==> config.mk <==
export PLATFORM = sky130hd
export DESIGN_NAME = smdc_lane
export DESIGN_NICKNAME = d
export VERILOG_FILES = /design/src/design/smdc_pkg.sv /design/src/design/smdc_lane.sv
export SDC_FILE = /design/constraint.sdc
export NUM_CORES = 2
export LEC_CHECK = 0
export ABC_AREA = 0
export BUFFER_PORTS_ARGS = -buffer_cell sky130_fd_sc_hd__buf_2
export CORE_UTILIZATION = 65
export DETAILED_ROUTE_END_ITERATION = 6
export PLACE_DENSITY = 0.83
export SLEW_MARGIN = 0
export SYNTH_ARGS = -nofsm -noshare
export SYNTH_HDL_FRONTEND = slang
export SYNTH_SLANG_ARGS = --single-unit
==> constraint.sdc <==
create_clock -name clk -period 19.6 [get_ports clk]
set_input_delay 0.98 -clock clk [delete_from_list [all_inputs] [get_ports clk]]
set_output_delay 0.98 -clock clk [all_outputs]
set_load 0.05 [all_outputs]
==> src/design/smdc_pkg.sv <==
// ----------------------------------------------------------------------------
// smdc_pkg: shared types and constants for the matrix determinant block
// Widths of the port fields, operation codes, the control word that rides
// along the lane pipeline, and the minor index helpers.
// ----------------------------------------------------------------------------
package smdc_pkg;

  localparam int ELEM_W        = 16;   // port width of one element
  localparam int VALUE_BITS    = 49;   // width of the result value
  localparam int SIZE_W        = 2;    // width of matrix_size and the indexes
  localparam int ELEM_BITS_DEF = 16;
  localparam int FRAC_BITS_DEF = 12;
  localparam int NUM_LANES     = 3;

  localparam logic [SIZE_W-1:0] SIZE_RESET = 2'd3;

  typedef enum logic {
    OP_DET = 1'b0,
    OP_COF = 1'b1
  } op_t;

  typedef struct packed {
    logic              valid;
    op_t               op;
    logic [SIZE_W-1:0] size;
    logic              bad;
    logic              neg;
  } ctrl_t;

  // First remaining index once index i is struck out.
  function automatic logic [SIZE_W-1:0] skip_lo(input logic [SIZE_W-1:0] i);
    skip_lo = (i == 2'd0) ? 2'd1 : 2'd0;
  endfunction

  // Second remaining index once index i is struck out.
  function automatic logic [SIZE_W-1:0] skip_hi(input logic [SIZE_W-1:0] i);
    skip_hi = (i == 2'd2) ? 2'd1 : 2'd2;
  endfunction

endpackage

==> src/design/smdc_lane.sv <==
// ----------------------------------------------------------------------------
// smdc_lane: one 2x2 minor lane
// Registers a*d and c*b, takes their difference, then weights the minor by
// one element. Also hands the bare minor forward aligned with the product.
// ----------------------------------------------------------------------------
module smdc_lane
  import smdc_pkg::*;
#(
  parameter int ELEM_BITS = ELEM_BITS_DEF
) (
  input  logic                         clk,
  input  logic signed [ELEM_BITS-1:0]  a,
  input  logic signed [ELEM_BITS-1:0]  b,
  input  logic signed [ELEM_BITS-1:0]  c,
  input  logic signed [ELEM_BITS-1:0]  d,
  input  logic signed [ELEM_BITS-1:0]  w,
  output logic signed [3*ELEM_BITS:0]  prod,
  output logic signed [2*ELEM_BITS:0]  minor
);

  logic signed [2*ELEM_BITS-1:0] ad;
  logic signed [2*ELEM_BITS-1:0] cb;
  logic signed [ELEM_BITS-1:0]   w1;
  logic signed [ELEM_BITS-1:0]   w2;
  logic signed [2*ELEM_BITS:0]   minor_s;

  always_ff @(posedge clk) begin
    ad      <= a * d;
    cb      <= c * b;
    w1      <= w;
    minor_s <= ad - cb;
    w2      <= w1;
    prod    <= w2 * minor_s;
    minor   <= minor_s;
  end

endmodule

# Word-level counts from Yosys, hierarchy flattened
# Index checks and enable logic that the tools add are counted.
# classes
add_sub_neg	1
multipliers	3
n_div	0
order_cmp	0
n_eq_ne	0
shift	0
muxes	0
n_bitwise	0
reduce_logical	0
# ops
operator	count
multiplier 16 x 16 -> 32 bit	2
multiplier 16 x 33 -> 49 bit	1
subtractor 32 x 32 -> 33 bit	1
# totals
regBits	211
latchBits	0
ramBits	0
mem_bits_ro	0
inputBits	81
out_inout_bits	82
wordCells	11
memories	0

# Depth between registers and ports, before layout
# logic_depth
word_depth	1
mapped_depth	26
mapped_depth_nobuf	25

# Least setup slack after synthesis
# OpenSTA, ideal clock, no wires.
# synth_path
path_kind	input-to-reg
from	input port b[1]
to	register cb[31]
setup_time_ns	0.072
arrival_ns	6.933
required_ns	19.528
path_slack_ns	12.595
cell_stages	24
path_buffers	1
cell_sequence	clkbuf_1 -> nand2_1 -> inv_1 -> fa_1 -> inv_1 -> fa_1 -> inv_1 -> fa_1 -> fa_1 -> fa_1 -> inv_1 -> fa_1 -> inv_1 -> ha_1 -> a21o_1 -> a21o_1 -> a21o_1 -> a21o_1 -> a211oi_1 -> o21bai_1 -> or4_1 -> a31o_2 -> a21oi_1 -> xnor2_1
# synth_via
elab_chain_len	1
# synth_rtl
element	line_no	text
start: declaration	smdc_lane.sv:13	input logic signed [ELEM_BITS-1:0] b,
multiplier 16 x 16 -> 32 bit	smdc_lane.sv:29	cb <= c * b;
end signal: assignment	smdc_lane.sv:29	
end: declaration	smdc_lane.sv:22	logic signed [2*ELEM_BITS-1:0] cb;
# No other way between the ends.

# Worst setup path in the final report
# layout_path
from	register w2[1]
to	register prod[48]
# layout_via
elab_chain_len	1
# layout_rtl
element	line_no	text
start: declaration	smdc_lane.sv:24	logic signed [ELEM_BITS-1:0] w2;
start signal: assignment	smdc_lane.sv:32	w2 <= w1;
multiplier 16 x 33 -> 49 bit	smdc_lane.sv:33	prod <= w2 * minor_s;
end signal: assignment	smdc_lane.sv:33	
end: declaration	smdc_lane.sv:17	output logic signed [3*ELEM_BITS:0] prod,
# No other way between the ends.

==> key figures <==
Timing
  • Setup violators final: 0
  • Setup TNS: 0 ns
  • Final Skew: 0.0152 ns
  • RSZ-0062 raised after global routing: false
  • Slew @ Worst Pin: 1.19 ns
  • Max frequency: 133 MHz
  • Fin crit share: 0.384
  • Hold Violations, Final: 0
  • Final slew viol count: 0
  • Min cycle time layout: 7.52 ns
  • Max-slew headroom: 0.208

Hold path
  • Worst Hold Class: flop to flop
  • WHS Endpoint: w2[0]
  • Hold path start: w1[0]
  • Worst hold path cell count: 0

Die
  • Die Area: 0.0677 mm²
  • Die W: 260 µm
  • Row cnt: 94
  • I/O pin count: 163
  • Core Footprint: 0.0659 mm²
  • Vert. Die Dim: 260 µm
  • Initial cell density of the core: 0.658

Route
  • Antenna viol nets, final: 0
  • Vias/cell: 5.55
  • Pre-Repair DR Iteration Count: 7
  • Via count: 31100
  • Initial DRC count: 2182
  • Routed Wire Length: 101000 µm
  • Post-route DRC: 5
  • WL/cell: 18.1 µm

Yosys
  • Synth unique cells: 61
  • Async S/R FF share, synth: 0
  • Post-Syn Area: 0.0433 mm²
  • Synth area leaders: fa_1 (47%), inv_1 (10%), dfxtp_1 (9.7%), ha_1 (9.0%), and2_1 (5.7%)
  • Synth Register Bits: 211
  • Synthesized net count: 6069
  • Post-Syn Instances: 4651
  • Synth Area in XOR/XNOR: 0.0307
  • Avg Inst Size Synth: 9.32 µm²
  • Largest family of logic cells by synthesized area: adder cells
  • Post-synth EDFFs: 0
  • Ys flop type: dfxtp_1
  • Post-synthesis mux area share: 0.000231
  • Synthesized-area fraction occupied by adder cells: 0.563
  • Yosys top cell by area: fa_1
  • Post-synthesis compound-gate area fraction: 0.0526
  • Yosys warning count: 0
  • Post-synth top area share: 0.473
  • Seq/Total Area, Yosys: 0.0975
  • Post-Synth Simple-Gate Area: 0.140

Global routing
  • First-pass GRT wire length: 167000 µm
  • Vias in the first global route: 34200
  • Tot GR Track Use: 0.316
  • Met2 Resource Use GR: 0.551
  • Largest net degree at the start of global routing: 34
  • Grt ovf: 0
  • Met1 usage: 0.382
  • Met3 usage: 0.0555
  • Initial antenna violation count: 4
  • GR peak layer: met2

Critical path
  • FF-to-FF End: prod[48]
  • Flop-to-flop setup slack: 12.08 ns
  • Crit Path Class: flop to flop
  • R2r startpoint: w2[1]
  • R2R cell count: 22
  • Crit. Startpoint: w2[1]
  • CP arrival: 7.95 ns
  • Startpoint types: flop
  • CP Capture Type: flop
  • Critical Path RT: 20.03 ns
  • Peak fanout along the critical path: 20

Clock network
  • Clock latency on the worst-skew pair: 0.56 ns
  • Clock sinks: 211
  • Setup bufs post-CTS: 0
  • CTS Hold Buffers Added: 0
  • CTS tree: done
  • Cts repair resizes: 0
  • CTS root buf: clkbuf_16
  • Clk buf depth: 3
  • Clock transition at path regs: 0.06 ns
  • H-tree Lvls: 1
  • CTS Buf Count: 25

Outcome
  • Outcome: complete, but fails checks
  • Violated checks: design-rule violations

Layout
  • Reg area: 0.00422 mm²
  • Design area: 0.0457 mm²
  • Final net count: 6133
  • Synth-to-Final Area Change: 5.39%
  • Layout cells sized above 1: 0.0503
  • Final Non-Filler Cells: 5598
  • Area occupied by multi-input gates: 0.0341 mm²
  • Fill count: 4907

Placement
  • Post-DP Area: 0.0448 mm²
  • DP Wirelength: 80700 µm
  • Placer Congestion: 0.905
  • PortBufs: 162
  • Placed Instances: 5552

Job
  • Max Cap Violations: 0
cells by family (layout without fill, tap and decap cells):
logic type,Yosys count,in the layout
AO/OA/AOI/OAI,349,349
buffers and inverters,1329,1409
multiplexers,1,1
AND/OR/NAND/NOR,1272,1272
other,0,3
adder cells (fa/ha/maj),1337,1337
flip-flops,211,211
XOR/XNOR,152,152
cell usage after synthesis (all sizes together), types with 23 or more instances:
library cell  count
nand2           634
xnor2           115
xor2             37
nand2b           37
o21a             23
and2            396
inv            1180
clkbuf          145
a21oi           107
a21o             55
ha              312
dfxtp           211
fa             1025
o21ai            67
nor3             24
nor2            101
sequential cells by signal (all words and copies together), names as in the netlist:
register	count
minor	33
w1	16
ad	32
cb	32
minor_s	33
prod	49
w2	16
cells in the final DEF (no fill, tap or decap), types with 4 or more instances in the layout:
cell type	n
a21oi_1	107
nor2b_1	19
a21o_1	55
fa_1	1025
o21bai_1	17
clkbuf_1	5
and3_1	13
o211ai_1	11
xor2_1	37
a21boi_0	6
o21ai_0	65
clkinv_2	6
dfxtp_1	211
clkbuf_16	25
nor2_1	101
nand2_1	634
a211oi_1	9
nand4_1	6
bufinv_16	4
a221oi_1	5
buf_2	162
or3_1	7
and2_1	396
a31oi_1	8
nand2b_1	37
buf_4	21
ha_1	312
a41oi_1	4
xnor2_1	115
nand3_1	19
a31o_2	6
inv_1	1180
and4_1	4
nor3_1	24
o21a_1	23
final cells by class:
| cell class | count | share of cell area |
|---|---|---|
| Inverter | 1183 | 0.0972 |
| Multi-Input combinational cell | 3111 | 0.747 |
| Clock inverter | 12 | 0.00367 |
| Tap cell | 864 | 0.0237 |
| Clock buffer | 31 | 0.0144 |
| Timing Repair Buffer | 183 | 0.0212 |
| Antenna cell | 3 | 0.000164 |
| Sequential cell | 211 | 0.0925 |
per-stage QoR:
stage                     hold WS (ns)  worst slack, ns  utilization
after CTS                        0.325            12.11        0.693
after floorplan                  0.310            12.60            -
after detailed placement         0.312            12.13        0.681
final                            0.325            12.08        0.694
after global routing             0.329            11.70        0.693
after global placement           0.311            12.30        0.681
layer usage:
layer,wire length [µm],part of all wire
met5,26,0.00026
met4,4730,0.047
met3,8220,0.081
met2,51700,0.51
met1,36700,0.36
critical path, stage by stage (launching register included):
cell and delay [ns]:
dfxtp_1 0.85, buf_4 0.33, nand2_1 0.10, fa_1 0.53, fa_1 0.57, fa_1 0.45
fa_1 0.55, inv_1 0.05, fa_1 0.47, inv_1 0.05, fa_1 0.47, inv_1 0.04
ha_1 0.32, a211oi_1 0.34, o21bai_1 0.17, a311o_1 0.39, a211oi_1 0.45, o41a_2 0.28
o211ai_2 0.12, a211o_1 0.33, a211o_1 0.26, a21oi_1 0.17, xnor2_1 0.08
worst max-delay path by stage:
stage,to
4_1_cts,prod[48]
2_1_floorplan,cb[31]
3_5_place_dp,prod[48]
3_3_place_gp,prod[48]
6_report,prod[48]
5_1_grt,prod[48]
Power is left out: the tool's default activity adds up to more than one toggle a clock period on the data nets, which glitch-free logic cannot reach.
