==> src/design/smdc_pkg.sv <==
// ----------------------------------------------------------------------------
// smdc_pkg: shared types and constants for the matrix determinant block
// Widths of the port fields, operation codes, the control word that rides
// along the lane pipeline, and the minor index helpers.
// ----------------------------------------------------------------------------
package smdc_pkg;

  localparam int ELEM_W        = 16;   // port width of one element
  localparam int VALUE_BITS    = 49;   // width of the result value
  localparam int SIZE_W        = 2;    // width of matrix_size and the indexes
  localparam int ELEM_BITS_DEF = 16;
  localparam int FRAC_BITS_DEF = 12;
  localparam int NUM_LANES     = 3;

  localparam logic [SIZE_W-1:0] SIZE_RESET = 2'd3;

  typedef enum logic {
    OP_DET = 1'b0,
    OP_COF = 1'b1
  } op_t;

  typedef struct packed {
    logic              valid;
    op_t               op;
    logic [SIZE_W-1:0] size;
    logic              bad;
    logic              neg;
  } ctrl_t;

  // First remaining index once index i is struck out.
  function automatic logic [SIZE_W-1:0] skip_lo(input logic [SIZE_W-1:0] i);
    skip_lo = (i == 2'd0) ? 2'd1 : 2'd0;
  endfunction

  // Second remaining index once index i is struck out.
  function automatic logic [SIZE_W-1:0] skip_hi(input logic [SIZE_W-1:0] i);
    skip_hi = (i == 2'd2) ? 2'd1 : 2'd2;
  endfunction

endpackage

==> src/design/smdc_merge.sv <==
// ----------------------------------------------------------------------------
// smdc_merge: result merge stage
// Combines the lane products into the determinant, or picks the cofactor,
// scales it to the output fraction width and drives the result word.
// ----------------------------------------------------------------------------
module smdc_merge
  import smdc_pkg::*;
#(
  parameter int ELEM_BITS = ELEM_BITS_DEF,
  parameter int FRAC_BITS = FRAC_BITS_DEF
) (
  input  logic                          clk,
  input  logic                          rst,
  input  ctrl_t                         ctrl,
  input  logic signed [ELEM_BITS-1:0]   scalar,
  input  logic signed [3*ELEM_BITS:0]   prod [NUM_LANES],
  input  logic signed [2*ELEM_BITS:0]   minor0,
  output logic                          done,
  output logic signed [VALUE_BITS-1:0]  value,
  output logic                          bad_index
);

  localparam int SUM_W = 3 * ELEM_BITS + 3;

  logic signed [SUM_W-1:0]      det3;
  logic signed [VALUE_BITS-1:0] one_v;
  logic signed [VALUE_BITS-1:0] elem_v;
  logic signed [VALUE_BITS-1:0] minor_v;
  logic signed [VALUE_BITS-1:0] value_next;

  always_comb begin
    det3    = SUM_W'(prod[0]) - SUM_W'(prod[1]) + SUM_W'(prod[2]);
    one_v   = VALUE_BITS'(1) <<< (3 * FRAC_BITS);
    elem_v  = VALUE_BITS'(scalar) <<< (2 * FRAC_BITS);
    minor_v = VALUE_BITS'(minor0) <<< FRAC_BITS;
    if (ctrl.op == OP_DET) begin
      case (ctrl.size)
        2'd0:    value_next = one_v;
        2'd1:    value_next = elem_v;
        2'd2:    value_next = minor_v;
        default: value_next = VALUE_BITS'(det3);
      endcase
    end else if (ctrl.bad) begin
      value_next = '0;
    end else begin
      case (ctrl.size)
        2'd1:    value_next = one_v;
        2'd2:    value_next = elem_v;
        default: value_next = minor_v;
      endcase
      if (ctrl.neg) begin
        value_next = -value_next;
      end
    end
  end

  always_ff @(posedge clk) begin
    if (rst) begin
      done <= 1'b0;
    end else begin
      done <= ctrl.valid;
    end
    value     <= value_next;
    bad_index <= ctrl.bad;
  end

endmodule

==> config.mk <==
export PLATFORM = sky130hd
export DESIGN_NAME = smdc_merge
export DESIGN_NICKNAME = d
export VERILOG_FILES = /design/src/design/smdc_pkg.sv /design/src/design/smdc_merge.sv
export SDC_FILE = /design/constraint.sdc
export NUM_CORES = 1
export LEC_CHECK = 0
export BUFFER_PORTS_ARGS = -buffer_cell sky130_fd_sc_hd__buf_2
export CAP_MARGIN = 5
export CORE_MARGIN = 8
export CORE_UTILIZATION = 48
export CTS_BUF_LIST = sky130_fd_sc_hd__clkbuf_8
export DETAILED_ROUTE_END_ITERATION = 10
export PLACE_DENSITY = 0.8
export SLEW_MARGIN = 20
export SYNTH_ARGS = -nofsm -noshare
export SYNTH_HDL_FRONTEND = slang
export SYNTH_SLANG_ARGS = --single-unit
==> constraint.sdc <==
create_clock -name clk -period 3.3 [get_ports clk]
set_input_delay 0.165 -clock clk [delete_from_list [all_inputs] [get_ports clk]]
set_output_delay 0.165 -clock clk [all_outputs]
set_load 0.01 [all_outputs]
# Yosys cells after proc, flatten, opt, wreduce, memory -nomap -nowiden
# Index checks and enable logic that the tools add are counted.
# classes
n_addsub,3
eq_ne,2
mux,7
reduce_logical,1
# ops
cell,count
$mux W49,5
$pmux W49 S3,1
$pmux W49 S2,1
$add A49 B49 Y49,1
$neg A49 Y49,1
$sub A49 B49 Y49,1
$eq A2 B1 Y1 const B,1
$eq A2 B2 Y1 const B,1
$logic_not A2 Y1,1
# word_totals
reg_bits,51
out_inout_bits,51
wordCells,16

# Depth between registers and ports, before layout
# Gate-level depths: netlist of the first run.
# logic_depth
ltp_word,8
depth_mapped,15

# Worst setup path after synthesis of the first run
# No wires, ideal clock.
# synth_timing
path_type,input to register
startpoint,input port prod[1] (netlist bit)
endpoint,register value[34]
setup_ps,117
arrival_ps,3138
required_time_ps,3183
path_slack_ps,45
cell_stages,13
cell_sequence,inv_1 -> fa_1 -> inv_1 -> fa_1 -> a21oi_1 -> o211ai_1 -> a21oi_1 -> o31ai_1 -> a2111o_1 -> o21ai_2 -> nor3_1 -> o311a_1 -> a22o_1
# synth_via
elab_chain_len,3
# synth_lines
item,line,source
"start, declared",smdc_merge.sv:16,"input logic signed [3*ELEM_BITS:0] prod [NUM_LANES],"
$add A49 B49 Y49,smdc_merge.sv:32,det3 = SUM_W'(prod[0]) - SUM_W'(prod[1]) + SUM_W'(prod[2]);
$pmux W49 S3,smdc_merge.sv:37,case (ctrl.size)
$mux W49,smdc_merge.sv:36,if (ctrl.op == OP_DET) begin
net value_next[34],smdc_merge.sv:29,logic signed [VALUE_BITS-1:0] value_next;
"end signal, assigned",smdc_merge.sv:63,value <= value_next;
"end, declared",smdc_merge.sv:19,"output logic signed [VALUE_BITS-1:0] value,"
# The timed path passes the listed nets, and every way through them passes these cells.
# A chain may end at the register's enable or synchronous reset.

# Worst setup path in the final report of the first run
# layout_timing
startpoint,input port prod[8] (netlist bit)
endpoint,register value[45]
# The elaborated chain is that of the path after synthesis.

==> reports/metrics.cfg, run 1 <==
[worst_hold_path]
whs_path_depth = 2
hold_path_end = done
hold_path_class = in2reg
min_from = ctrl[5]

[clock_network]
clockBufferDepth = 2
cts_tree = done
cts-root-buf = clkbuf_8
clock-sinks = 51
cts_inserted_buffers = 5
clk_pin_slew_worst_paths_ps = 100
h-tree-depth = 2

[placement]
dp.final_hpwl_um = 21600
pre_cts_ws_ps = -199
routabilityCongestion = 0.967
port_buffers = 254

[die]
initial_core_util_pct = 48.6
core_mm2 = 0.0158
ios = 255
die_y_um = 142
fp-row-count = 46
die_x_um = 142
dieArea_mm2 = 0.0203

[layout]
syn_to_final_growth_pct = 28.3
nets = 1666
num-fill-cells = 1481
drive_gt1_share_pct = 27.0
final_util_pct = 62.4

[timing]
hold_violations = 0
worst_slack_ps = 171
worst_pin_slew_ps = 839
slew_violations = 0
max-slew-margin-rel_pct = 44.0
setup_viol = 0
finalCritPeriodShare_pct = 94.8
finalCriticalPeriod_ps = 3130
max_freq_mhz = 320

[synthesis]
synth_common_cells = 214 x inv_1, 83 x a21oi_1, 80 x nand2_1
syn_inst = 1062
synth_area_mm2 = 0.00767
ys_ff_latch = 51
yosys_warnings = 0
synth_top_cell_by_area = dfxtp_1
synth_most_common_cell = inv_1
avgSynthCellArea_um2 = 7.22
synthArstFlopShare_pct = 0
synth_cell_types = 71
netlist.area_leader.share_pct = 13.3
synthTopCellsByArea = dfxtp_1 13%, fa_1 13%, inv_1 10%
syn-num-nets = 1368
synth_edf_count = 0
synth-main-ff-cell = dfxtp_1
ys_seq_area_share_pct = 13.3

[critical_path]
slowest_stage = fa_1
worst_ep_required_time_ps = 3510
startpoint_type = input pin
crit_type = in2reg
critical_path.endpoint_type = flop
max_stage_delay_ps = 530
cp.arrival_ps = 3340
path_cells = buf_2 > inv_1 > fa_1 > inv_1 > ha_1 > a21oi_1 > o21ai_0 > nand3_1 > o211a_1 > o21ai_1 > a21boi_1 > o31ai_1 > mux2i_1 > or3_1
critPathMaxFanout = 4
crit_top_cell = inv_1

[drt]
drt_wl_total_um = 25600
firstDrtPassIters = 6
num_vias = 8698
ant_nets = 0
avgViaCountPerCell = 5.49
drt_iter0_markers = 927
drc = 0
routedWlPerCell_um = 16.2

[global_route]
grt_max_degree = 42
grt_pass1_vias = 8545
antenna_found_initial = 6
grt_overflow = 0
grt_use_total_pct = 24.7
grt_pass1_wl_um = 41200

[power]
p_leak_nw = 5.29
ir_drop_mv = 0.262
powerDensity_mw_per_mm2 = 383

[status]
status = complete, no violations

[flow_run]
max_cap_violations = 0

[worst max-delay path: cells and delay by family]
kind / cells / cell delay, ps
AO/OA/AOI/OAI: 6 / 1490
AND/OR/NAND/NOR: 2 / 500
adder cells (fa/ha/maj): 2 / 870
multiplexers: 1 / 140
buffers and inverters: 3 / 160
[sequential cells by signal, indices dropped and copies added (netlist names)]
register,cells
value,49
done,1
bad_index,1
[layer usage]
layer	wire length [um]	global-route usage [%]	vias up	share of wire [%]
met5	0	0	-	0
met4	886	10.3	0	3.5
met3	2120	3.19	58	8.3
met2	11500	39.4	436	45
met1	11100	32.9	3994	43
li1	-	-	4210	-
[how the worst max path moves through the flow]
stage / startpoint / endpoint
6_report: prod[8] / value[45]
5_1_grt: prod[1] / value[47]
4_1_cts: prod[1] / value[47]
3_5_place_dp: prod[1] / value[42]
3_3_place_gp: prod[1] / value[42]
2_1_floorplan: prod[1] / value[34]
[cell families after synthesis]
family	count (synthesis)	share of synthesized area, %
AOI/OAI and AO/OA	323	28.0
buffers and inverters	261	12.9
and+or+nand+nor	261	17.2
adders and majority gates	102	21.3
xor gates and xnor gates	61	6.96
DFF	51	13.3
muxes	3	0.391
[cell type report]
class                   instances  area [um^2]  share of cell area, %
diodes                          6         15.0                  0.152
inverters                     214          803                   8.16
multi-input cells             750         5690                   57.8
clock inverters                 3         71.3                  0.724
clock buffers                   5         68.8                  0.699
well taps                     216          270                   2.74
flip-flops and latches         51         1020                   10.4
repair buffers                338         1900                   19.3
[repair_timing]
action	CTS	global route
setup buffers	0	1
resized for setup	0	6
setup endpoints to repair	0	13
hold buffers	1	0
hold endpoints to repair	1	0
[power by group]
group          internal [mW]  leakage (nW)  switching, mW  total [mW]
Sequential             0.698         0.423         0.0245       0.722
Clock                  0.308        0.0703          0.241       0.549
Combinational           1.10          4.80           1.40        2.50
[placed cells by master, fill, tap and decap left out, types with 5 or more instances in the layout]
cell type / n
inv_1: 214
nor2_1: 59
a21o_1: 37
buf_2: 254
o22ai_1: 14
a22oi_1: 21
xnor2_1: 38
or3_1: 8
o211ai_1: 6
o221ai_1: 11
a211oi_1: 10
nand4_1: 14
clkbuf_8: 5
dfxtp_1: 51
diode_2: 6
and2_1: 7
nor2b_1: 15
ha_1: 54
a31oi_1: 7
nand2_1: 80
o21ai_0: 58
nor4_1: 6
a21oi_1: 81
a222oi_1: 9
fa_1: 48
buf_4: 83
o31ai_1: 13
or2_2: 6
nand2b_1: 9
nand3_1: 15
o21a_1: 5
o21bai_1: 8
and3_1: 6
nor3_1: 16
xor2_1: 23
[per-stage QoR]
step / cell area, um^2 / hold slack, ps / std cells / setup TNS [ps] / power (mW)
floorplan: 7670 / 193 / 1062 / 0 / 2.25
global placement: 9650 / 326 / 1567 / -588 / 3.13
detailed placement: 9650 / 331 / 1567 / -1620 / 3.17
CTS: 9800 / 59.7 / 1576 / 0 / 3.72
global route: 9850 / 64.7 / 1583 / -15.2 / 4.06
finish: 9850 / 66.0 / 1583 / 0 / 3.77
No activity file was read; power rests on OpenSTA's default activity.
==> inputs of run 2 (changes only) <==
Settings changed: RECOVER_POWER set to 25.
==> reports/metrics.cfg, run 2 (synthesis results as in run 1) <==
[power]
ir_drop_mv = 0.264  ; +0.73%
total_power_mw = 3.77  ; about the same
powerDensity_mw_per_mm2 = 384  ; +0.19%
p_leak_nw = 5.21  ; -1.7%

[layout]
syn_to_final_growth_pct = 28.0
drive_gt1_share_pct = 25.2  ; -1.8 points
nets = 1666  ; unchanged
final_common_cell = buf_2
largest_reg_flops = 49  ; unchanged
top_regs = value: 49 flops, bad_index: 1 flops, done: 1 flops
final_cell_mix = 230 x buf_2, 214 x inv_1, 83 x buf_4, 81 x a21oi_1, 80 x nand2_1
largest-register = value

[drt]
firstDrtPassIters = 7  ; +1
avgViaCountPerCell = 5.50  ; about the same
routedWlPerCell_um = 16.2  ; -0.12%
drt_wl_total_um = 25600  ; about the same
ant_nets = 0  ; unchanged
num_vias = 8707  ; +0.10%
drc = 0  ; unchanged
drt_iter0_markers = 948  ; +2.3%

[timing]
finalCritPeriodShare_pct = 93.9  ; -0.91 points
finalCriticalPeriod_ps = 3100  ; -30.1 ps
slew_violations = 0  ; unchanged
setup_viol = 0  ; unchanged
hold_ws_ps = 61.1  ; -4.88 ps
worst_pin_slew_ps = 830  ; -9.61 ps
max-slew-margin-rel_pct = 44.7  ; +0.64 points
hold_violations = 0  ; unchanged
max_freq_mhz = 323  ; +0.97%

[critical_path]
critical_path.endpoint_type = flop
cp.arrival_ps = 3310  ; -30 ps
startpoint_type = input pin
crit_type = in2reg
worst_ep_required_time_ps = 3510  ; about the same
critPathMaxFanout = 5  ; +1

[flow_run]
max_cap_violations = 0  ; unchanged

[clock_network]
clockBufferDepth = 2  ; unchanged
cts-root-buf = clkbuf_8
cts_inserted_buffers = 5  ; unchanged
clock-sinks = 51  ; unchanged
clk_pin_slew_worst_paths_ps = 100  ; about the same
cts_tree = done
h-tree-depth = 2  ; unchanged

[die]
ios = 255  ; unchanged
core_mm2 = 0.0158  ; unchanged
dieArea_mm2 = 0.0203  ; unchanged
die_x_um = 142  ; unchanged
fp-row-count = 46  ; unchanged
initial_core_util_pct = 48.6  ; unchanged
die_y_um = 142  ; unchanged

[global_route]
busiest_layer = met2
use_met1_pct = 32.9  ; unchanged
grt_use_met2_pct = 39.4  ; unchanged
grtUsageMet3_pct = 3.19  ; unchanged
grt_max_degree = 42  ; unchanged
grt_pass1_wl_um = 41200  ; unchanged
grt_overflow = 0  ; unchanged
grt_pass1_vias = 8545  ; unchanged
grt_use_total_pct = 24.7  ; unchanged
antenna_found_initial = 6  ; unchanged

[placement]
routabilityCongestion = 0.967  ; unchanged
dp.final_hpwl_um = 21600  ; unchanged
port_buffers = 254  ; unchanged

[worst_hold_path]
hold_path_class = in2reg

[status]
status = complete, no violations

-- run 2: cell count changes in the layout (fill, tap and decap cells not counted) --
| cell | change |
|---|---|
| diode_2 | +1 |
| buf_2 | -24 |
| clkbuf_1 | +24 |
-- run 2: final timing paths --
| path | slack, ps | depth (start not counted) | end | start |
|---|---|---|---|---|
| min | 60 | 2 | done | ctrl[5] |
| max | 200 | 15 | value[36] | prod[9] |
-- run 2: report_power, final --
part           switching [mW]  internal [mW]  leakage [nW]
clock network           0.244          0.308        0.0703
logic                    1.41           1.09          4.71
registers              0.0259          0.698         0.423
-- run 2: repair_timing --
item	CTS	global route
hold endpoints to repair	1	0
resized for setup	0	6
buffers inserted	0	1
hold buffers	1	0
setup endpoints to repair	0	13
-- run 2: critical path, stage by stage --
cell and delay (ps):
buf_2 80, inv_1 40, fa_1 530, inv_1 40
ha_1 300, buf_4 150, a21oi_1 120, o21ai_0 140
a21oi_1 370, a211oi_2 160, o21ai_0 180, nand4b_1 210
a21oi_1 450, xnor2_1 240, o21ai_0 120
-- run 2: area by class of cell --
type / count / area [um^2]
fillers: 1500 / 5950
multi-input cells: 750 / 5690
repair buffers: 338 / 1870
flip-flops and latches: 51 / 1020
inverters: 214 / 803
well taps: 216 / 270
clock inverters: 3 / 71.3
clock buffers: 5 / 68.8
diodes: 7 / 17.5
-- run 2: through the flow --
step	setup slack (ps)	utilization, %	instance area, um^2	instances	TNS [ps]
6_report	201	62.3	9820	1584	0
5_1_grt	-8.37	62.2	9820	1583	-15.2
4_1_cts	123	62.1	9800	1576	0
3_5_place_dp	-199	61.2	9650	1567	-1620
3_3_place_gp	-88.9	61.2	9650	1567	-588
2_1_floorplan	45.4	-	7670	1062	0
-- run 2: layer usage --
layer / routed length [um] / share of wire [%] / vias to the layer above
met1: 11100 / 44 / 3988
met2: 11500 / 45 / 443
met5: 0 / 0 / -
met3: 2100 / 8.2 / 63
met4: 892 / 3.5 / 0
li1: - / - / 4213
==> inputs of run 3 (changes only) <==
Settings changed: CTS_BUF_LIST sky130_fd_sc_hd__clkbuf_8 to unset.
==> reports/metrics.cfg, run 3 (synthesis results as in run 1) <==
[flow_run]
max_cap_violations = 0  ; unchanged

[worst_hold_path]
hold_path_class = in2reg

[layout]
num-fill-cells = 1489  ; -0.73%
final_cell_mix = 230 x buf_2, 214 x inv_1, 84 x buf_4, 80 x nand2_1, 79 x a21oi_1
syn_to_final_growth_pct = 28.9
final_util_pct = 62.7  ; +0.43 points
final_common_cell = buf_2
nets = 1666  ; unchanged
top_regs = value: 49 flops, bad_index: 1 flops, done: 1 flops
largest-register = value
final_cells = 1583  ; -0.063%
drive_gt1_share_pct = 25.6  ; +0.37 points
largest_reg_flops = 49  ; unchanged

[power]
ir_drop_mv = 0.338  ; +28%
p_sw_mw = 1.69  ; +0.60%
p_int_mw = 2.23  ; +6.6%
p_comb_share_pct = 63.7  ; -2.4 points
clock_power_share_pct = 17.8  ; +3.1 points
powerDensity_mw_per_mm2 = 396  ; +3.2%
power.share.switching_pct = 43.0  ; -1.4 points
p_leak_nw = 5.24  ; +0.58%
seqPwrFrac_pct = 18.5  ; -0.7 points

[drt]
avgViaCountPerCell = 5.50  ; about the same
routedWlPerCell_um = 16.2  ; about the same
drc = 0  ; unchanged
drt_iter0_markers = 957  ; +0.95%
firstDrtPassIters = 6  ; -1
num_vias = 8699  ; -0.092%
ant_nets = 0  ; unchanged
drt_wl_total_um = 25600  ; about the same

[critical_path]
path_cells = buf_2 > inv_1 > fa_1 > inv_1 > ha_1 > o211ai_1 > nor3_1 > buf_4 > nor3_1 > o211a_1 > o21ai_1 > a21boi_2 > o31ai_1 > mux2i_1 > or3_1
critPathMaxFanout = 4  ; -1
worst_ep_required_time_ps = 3480  ; -30 ps
crit_type = in2reg
max_stage_delay_ps = 530  ; about the same
critical_path.endpoint_type = flop
crit_family = compound AO/OA/AOI/OAI gates
slowest_stage = fa_1
startpoint_type = input pin
cp.arrival_ps = 3310  ; about the same
cp_num_buf_inv = 4  ; unchanged

[timing]
worst_pin_slew_ps = 807  ; -22.8 ps
hold_violations = 0  ; unchanged
worst_slack_ps = 171  ; -30.1 ps
max_freq_mhz = 320  ; -0.96%
max-slew-margin-rel_pct = 46.2  ; +1.5 points
fin_setup_tns_ps = 0  ; unchanged
rsz0062_at_grt = false
setup_viol = 0  ; unchanged
hold_ws_ps = 22.8  ; -38.4 ps
slew_violations = 0  ; unchanged
finalCritPeriodShare_pct = 94.8  ; +0.91 points
finalCriticalPeriod_ps = 3130  ; +30.1 ps

[die]
dieArea_mm2 = 0.0203  ; unchanged
core_mm2 = 0.0158  ; unchanged
fp-row-count = 46  ; unchanged
die_x_um = 142  ; unchanged
die_y_um = 142  ; unchanged
initial_core_util_pct = 48.6  ; unchanged
ios = 255  ; unchanged

[clock_network]
h-tree-depth = 2  ; unchanged
cts_inserted_buffers = 5  ; unchanged
cts_tree = done
clk_pin_slew_worst_paths_ps = 70  ; -30 ps
clock-sinks = 51  ; unchanged
hold_buffers = 0  ; -1
cts-root-buf = clkbuf_16
clockBufferDepth = 2  ; unchanged

[status]
status = complete, no violations

[placement]
routabilityCongestion = 0.967  ; unchanged
pre_cts_ws_ps = -199  ; unchanged
dp.final_hpwl_um = 21600  ; unchanged
dp_cells = 1567  ; unchanged
port_buffers = 254  ; unchanged

[global_route]
grt_pass1_vias = 8584  ; +0.46%
grt_max_degree = 42  ; unchanged
grt_use_total_pct = 24.7  ; about the same
grt_overflow = 0  ; unchanged
antenna_found_initial = 6  ; unchanged
grt_pass1_wl_um = 41200  ; about the same

[run 3: final cells by class]
cell class	count	area, um^2	area share, %
clock inverter	3	71.3	0.721
multi-input combinational	750	5710	57.7
inverter	214	803	8.13
clock buffer	5	125	1.27
tap	216	270	2.73
timing repair buffer	338	1870	18.9
antenna	6	15.0	0.152
sequential	51	1020	10.3
[run 3: routing by layer]
layer	share of wire [%]	wire [um]	vias up	GRT usage, %
li1	-	-	4214	-
met1	43	11000	3983	32.7
met2	45	11400	444	39.1
met3	9.0	2300	58	3.66
met4	3.5	899	0	10.9
met5	0	0	-	0
[run 3: power groups by stage]
| stage | Combinational, mW | Clock (mW) | Sequential (mW) |
|---|---|---|---|
| after floorplan | 1.47 | 0 | 0.776 |
| after global placement | 2.39 | 0 | 0.735 |
| after detailed placement | 2.43 | 0 | 0.736 |
| after CTS | 2.44 | 0.706 | 0.723 |
| after global routing | 2.75 | 0.734 | 0.731 |
| final | 2.50 | 0.695 | 0.724 |
[run 3: timing repair]
action / CTS / global route
setup buffers: 0 / 2
hold endpoints to repair: 0 / 0
endpoints found under the setup margin: 0 / 15
resized for setup: 0 / 11
[run 3: per-stage QoR]
step | cell area, um^2 | power [mW]
after global routing | 9890 | 4.21
after global placement | 9650 | 3.13
after detailed placement | 9650 | 3.17
final | 9890 | 3.92
after CTS | 9840 | 3.87
after floorplan | 7670 | 2.25
[run 3: path summary, 6_finish.rpt]
| check | cells after the start | end | start |
|---|---|---|---|
| worst max-delay path | 15 | value[45] | prod[4] |
| worst min-delay path | 2 | done | rst |
